$ cat config.mk
export PLATFORM = sky130hd
export DESIGN_NAME = rlvt_ctrl
export DESIGN_NICKNAME = d
export VERILOG_FILES = /design/src/rtl/record_lock_version_table_macros.svh /design/src/rtl/rlvt_pkg.sv /design/src/rtl/rlvt_ctrl.sv
export SDC_FILE = /design/constraint.sdc
export NUM_CORES = 1
export LEC_CHECK = 0
export BUFFER_PORTS_ARGS = -buffer_cell sky130_fd_sc_hd__buf_2
export CAP_MARGIN = 40
export CORE_AREA = 4 4 41 43
export CTS_CLUSTER_SIZE = 25
export DETAILED_ROUTE_END_ITERATION = 8
export DIE_AREA = 0 0 45 47
export PLACE_DENSITY_LB_ADDON = 0.08
export SYNTH_ARGS = -nofsm -noshare
export SYNTH_HDL_FRONTEND = slang
export SYNTH_SLANG_ARGS = --single-unit
$ cat constraint.sdc
create_clock -name i_clk -period 1.7 [get_ports i_clk]
set_clock_uncertainty 0.2 [all_clocks]
set_input_delay 0.085 -clock i_clk [delete_from_list [all_inputs] [get_ports i_clk]]
set_output_delay 0.085 -clock i_clk [all_outputs]
set_load 0.05 [all_outputs]
$ cat src/rtl/record_lock_version_table_macros.svh
// Assertion macros shared by the record table RTL
`ifndef RECORD_LOCK_VERSION_TABLE_MACROS_SVH
`define RECORD_LOCK_VERSION_TABLE_MACROS_SVH

// Same-cycle implication, checked out of reset
`define RLVT_ASSERT_NOW(label, clk, rst_n, ante, cons, msg) \
    label: assert property (@(posedge clk) disable iff (!rst_n) (ante) |-> (cons)) \
        else $error(msg);

// Next-cycle implication, checked out of reset
`define RLVT_ASSERT_NEXT(label, clk, rst_n, ante, cons, msg) \
    label: assert property (@(posedge clk) disable iff (!rst_n) (ante) |=> (cons)) \
        else $error(msg);

`endif

$ cat src/rtl/rlvt_pkg.sv
package rlvt_pkg;

    localparam int KEY_W   = 32;
    localparam int WHO_W   = 16;
    localparam int DATA_W  = 64;
    localparam int FUNC_W  = 3;
    localparam int STAT_W  = 2;
    localparam int S_DATA_W = KEY_W + WHO_W + 2 * DATA_W;
    localparam int M_DATA_W = 2 * DATA_W;

    typedef enum logic [FUNC_W-1:0] {
        FN_READ     = 3'd0,
        FN_VALIDATE = 3'd1,
        FN_LOCK     = 3'd2,
        FN_FREE     = 3'd3,
        FN_WRITE    = 3'd4
    } t_func;

    typedef enum logic [STAT_W-1:0] {
        STAT_OK      = 2'd0,
        STAT_REFUSED = 2'd1,
        STAT_RANGE   = 2'd2
    } t_status;

    typedef enum logic [2:0] {
        S_CLEAR,
        S_IDLE,
        S_DIV,
        S_LOOK,
        S_EXEC
    } t_state;

    typedef struct packed {
        logic              locked;
        logic [WHO_W-1:0]  owner;
        logic [DATA_W-1:0] version;
        logic [DATA_W-1:0] value;
    } t_entry;

    typedef struct packed {
        logic in_ready;
        logic clear_en;
        logic div_step;
        logic mem_rd;
        logic exec;
    } t_ctrl_cmd;

    typedef struct packed {
        logic clear_last;
        logic div_last;
        logic out_free;
    } t_ctrl_sts;

endpackage

$ cat src/rtl/rlvt_ctrl.sv
module rlvt_ctrl (
    input  logic                i_clk,
    input  logic                i_rst_n,
    input  logic                i_s_tvalid,
    input  rlvt_pkg::t_ctrl_sts i_sts,
    output rlvt_pkg::t_ctrl_cmd o_cmd
);

    rlvt_pkg::t_state r_state;
    rlvt_pkg::t_state n_state;

    always_ff @(posedge i_clk) begin
        if (!i_rst_n) begin
            r_state <= rlvt_pkg::S_CLEAR;
        end else begin
            r_state <= n_state;
        end
    end

    always_comb begin
        n_state = r_state;
        case (r_state)
            rlvt_pkg::S_CLEAR: begin
                if (i_sts.clear_last) begin
                    n_state = rlvt_pkg::S_IDLE;
                end
            end
            rlvt_pkg::S_IDLE: begin
                if (i_s_tvalid) begin
                    n_state = rlvt_pkg::S_DIV;
                end
            end
            rlvt_pkg::S_DIV: begin
                if (i_sts.div_last) begin
                    n_state = rlvt_pkg::S_LOOK;
                end
            end
            rlvt_pkg::S_LOOK: begin
                n_state = rlvt_pkg::S_EXEC;
            end
            rlvt_pkg::S_EXEC: begin
                if (i_sts.out_free) begin
                    n_state = rlvt_pkg::S_IDLE;
                end
            end
            default: begin
                n_state = rlvt_pkg::S_CLEAR;
            end
        endcase
    end

    always_comb begin
        o_cmd = '0;
        case (r_state)
            rlvt_pkg::S_CLEAR: o_cmd.clear_en = 1'b1;
            rlvt_pkg::S_IDLE:  o_cmd.in_ready = 1'b1;
            rlvt_pkg::S_DIV:   o_cmd.div_step = 1'b1;
            rlvt_pkg::S_LOOK:  o_cmd.mem_rd   = 1'b1;
            rlvt_pkg::S_EXEC:  o_cmd.exec     = i_sts.out_free;
            default:           o_cmd          = '0;
        endcase
    end

endmodule

Word-level counts from Yosys, hierarchy flattened

Index checks and enable logic that the tools add are counted.

Bits of input ports: 6
Word-level logic and storage cells: 21
Bits in registers: 3

Multiplexer cells: 10
Reductions and logical operators: 2
Eq/ne operators: 8

Operators by type and width:

| cell                 | count |
|---|---|
| $pmux W3 S5          | 1 |
| $mux W3              | 4 |
| $ne A2 B2 Y1 const B | 4 |
| $eq A3 B2 Y1 const B | 2 |
| $mux W1              | 5 |
| $reduce_and A4 Y1    | 1 |
| $eq A3 B1 Y1 const B | 1 |
| $eq A3 B3 Y1 const B | 1 |
| $logic_not A3 Y1     | 1 |

Logic depth before layout (Yosys ltp)

Depth in word-level cells: 3
Depth in mapped cells: 4

Worst setup path before layout

No wires, ideal clock.

Path kind: register to register
From: register r_state[1]
To: register r_state[0]
Buffers on the path: 1
Slack: -0.389 ns
Data required time: 1.437 ns
Period minus slack after synthesis: 2.089 ns
Cell stages (with the launch flop): 4
Arrival: 1.826 ns
Cells stage by stage: dfxtp_1 > buf_2 > nor3_1 > o31a_1

Longest elaborated chain between the ends: 3
Elaborated cells between the ends (all ways): 11
Those cells by class: 8 x eq/ne; 1 x mux; 2 x reduce/logical

RTL lines:

| item                                 | RTL line        | RTL |
|---|---|---|
| start, declared                      | rlvt_ctrl.sv:9  | `rlvt_pkg::t_state r_state;` |
| start signal, assigned               | rlvt_ctrl.sv:14 | `r_state <= rlvt_pkg::S_CLEAR;` |
| start signal, assigned               | rlvt_ctrl.sv:16 | `r_state <= n_state;` |
| $eq A3 B2 Y1 (tied with other cells) | rlvt_ctrl.sv:22 | `case (r_state)` |
| $ne A2 B2 Y1 (no source line)        | --              |  |
| $reduce_and A4 Y1 (no source line)   | --              |  |

Several ways; a longest one is shown, not always the timed one.
A chain may end at the register's enable or synchronous reset.

==> metrics.cfg <==
[worst_setup_path]
worst-path-max-fanout=9
critPathRequiredTime_ps=1410
criticalPathCategory=register to output pin
critPathArrivalTime_ps=1310
startpoint_type=register
worst_setup_path_end_kind=output pin

[cts]
htree_levels=1
post_cts_resize_count=0
postCtsSetupBuffers=0
holdBufCountCts=2
insertion_delay_ps=230
cts.clk_slew.worst_paths_ps=30
cts.path.max_buffers=2
cts.root.buffer_cell=clkbuf_4
cts.sinks=3
cts_inserted_buffers=3
cts_tree=done

[final_layout]
multi_input_area_um2=140
design_area_um2=315
fillers=162
finalNetCount=42
seqCellArea_um2=60.1
top_register=r_state
reg_top3=r_state: 3 flops
drive_above_1_share_pct=60.0
diodes=0
syn_to_final_growth_pct=54.6
largest_register_ffs=3

[status]
status=finished, final reports clean

[yosys]
synth_ff_type=dfxtp_1
syn_area_per_cell_um2=9.27
syn_nets=28
synth_cell_type_count=16
synth_top_cell_by_area=dfxtp_1
ys_top_cells_by_area=dfxtp_1 29%, nor3_1 7.4%, a2111oi_2 7.4%
seq_area_frac_synth_pct=29.4
yosys.area.top_type_share_pct=29.4
synth-edff-count=0
async_flop_share_pct=0
synth_common_cells=3 x dfxtp_1, 3 x nor3_1, 2 x nand2_1, 2 x nor3b_1
yosysWarnings=0
syn_inst=22
synth_area_um2=204
synth-seq-cells=3

[route]
drc=0
via_count=203
drt_pass1_iterations=1
ant_nets=0
wl_um=486
first_iter_violations=0
vias_per_cell=4.06
drt-wirelength-per-cell_um=9.72

[placement]
place_hpwl_um=384
placed_area_um2=269
place_ws_ps=244
place.gp.congestion=0.608
portBuffers=10

[grt]
grt.total_usage_pct=5.05
grt_overflow=0
grt_max_degree=12
grt_pass1_wl_um=703
antenna_found_initial=0
first_global_vias=181

[die]
start_util_pct=15.7
die_w_um=45
dieArea_um2=2120
die_h_um=47
rows=13
core_um2=1300
num_io_pins=11

[sta]
final_max_slew_viol_count=0
timing.final.crit_share_pct=93.7
min_period_ps=1590
finalHoldViolCount=0
rsz0062_at_grt=false
max_freq_mhz=628
relSlewSlack_pct=72.4
fin_ws_ps=107
finalSetupTns_ps=0
tightest_slew_ps=414
setup_violations=0

[pwr]
power.density_nw_per_um2=927
vdd_drop_max_mv=0.314
p_leak_uw=0.000140

[worst_hold_path]
min_path_type=primary input to register

[flow_run]
drv_cap=0

-- per-stage QoR --
| step | std cells | utilization (%) | hold WS [ps] | power [uW] |
|---|---|---|---|---|
| final | 50 | 24.2 | 60.6 | 292 |
| after global routing | 50 | 24.2 | 74.6 | 310 |
| after CTS | 50 | 24.2 | 55.0 | 302 |
| after detailed placement | 44 | 20.7 | 132 | 170 |
| after global placement | 44 | 20.7 | 128 | 170 |
| after floorplan | 22 | - | 2.79 | 157 |
-- worst max-delay path: stages, from the launching register on --
cell,delay [ps]
dfxtp_1,540
nand2_1,110
nor3_2,140
buf_2,290
-- final timing paths --
kind,cells after the start,startpoint,slack [ps],endpoint
min reg2reg,1,r_state[2],460,r_state[1]
max reg2reg,3,r_state[0],260,r_state[0]
min,4,i_s_tvalid,60,r_state[1]
max,3,r_state[2],110,o_cmd[0]
-- area by class of cell --
class                      count  share of cell area [%]
tap                           15                    5.95
multi-input combinational     16                    44.4
clock buffer                   4                    8.33
sequential                     3                    19.0
timing repair buffer          12                    22.2
-- kinds of logic (layout without fill, tap and decap cells) --
logic type      count (synthesis)  after routing  share of synthesized area, %
buf+inv                         3             16                          11.7
mux                             1              1                          5.52
compound gates                  3              3                          15.3
flops                           3              3                          29.4
simple gates                   12             12                          38.0
-- placed cells by master, fill, tap and decap left out, types with 2 or more instances in the layout --
cell type      Yosys  layout
buf_2              1      10
clkbuf_4           0       3
dfxtp_1            3       3
dlygate4sd3_1      0       2
nand2_1            2       2
nor3_2             0       2
nor3b_2            1       3
-- layer usage --
layer | GRT usage, % | wire length, um
met2 | 7.34 | 251
met5 | 0 | 0
met3 | 4.21 | 53
met1 | 4.08 | 177
met4 | 5.26 | 4
-- power by group --
part	internal, uW	total (uW)	switching, uW
sequential	76.0	91.7	15.7
combinational	31.0	78.9	47.9
clock	87.8	122	34.1
total	195	292	97.7
No activity file was read; power rests on OpenSTA's default activity.
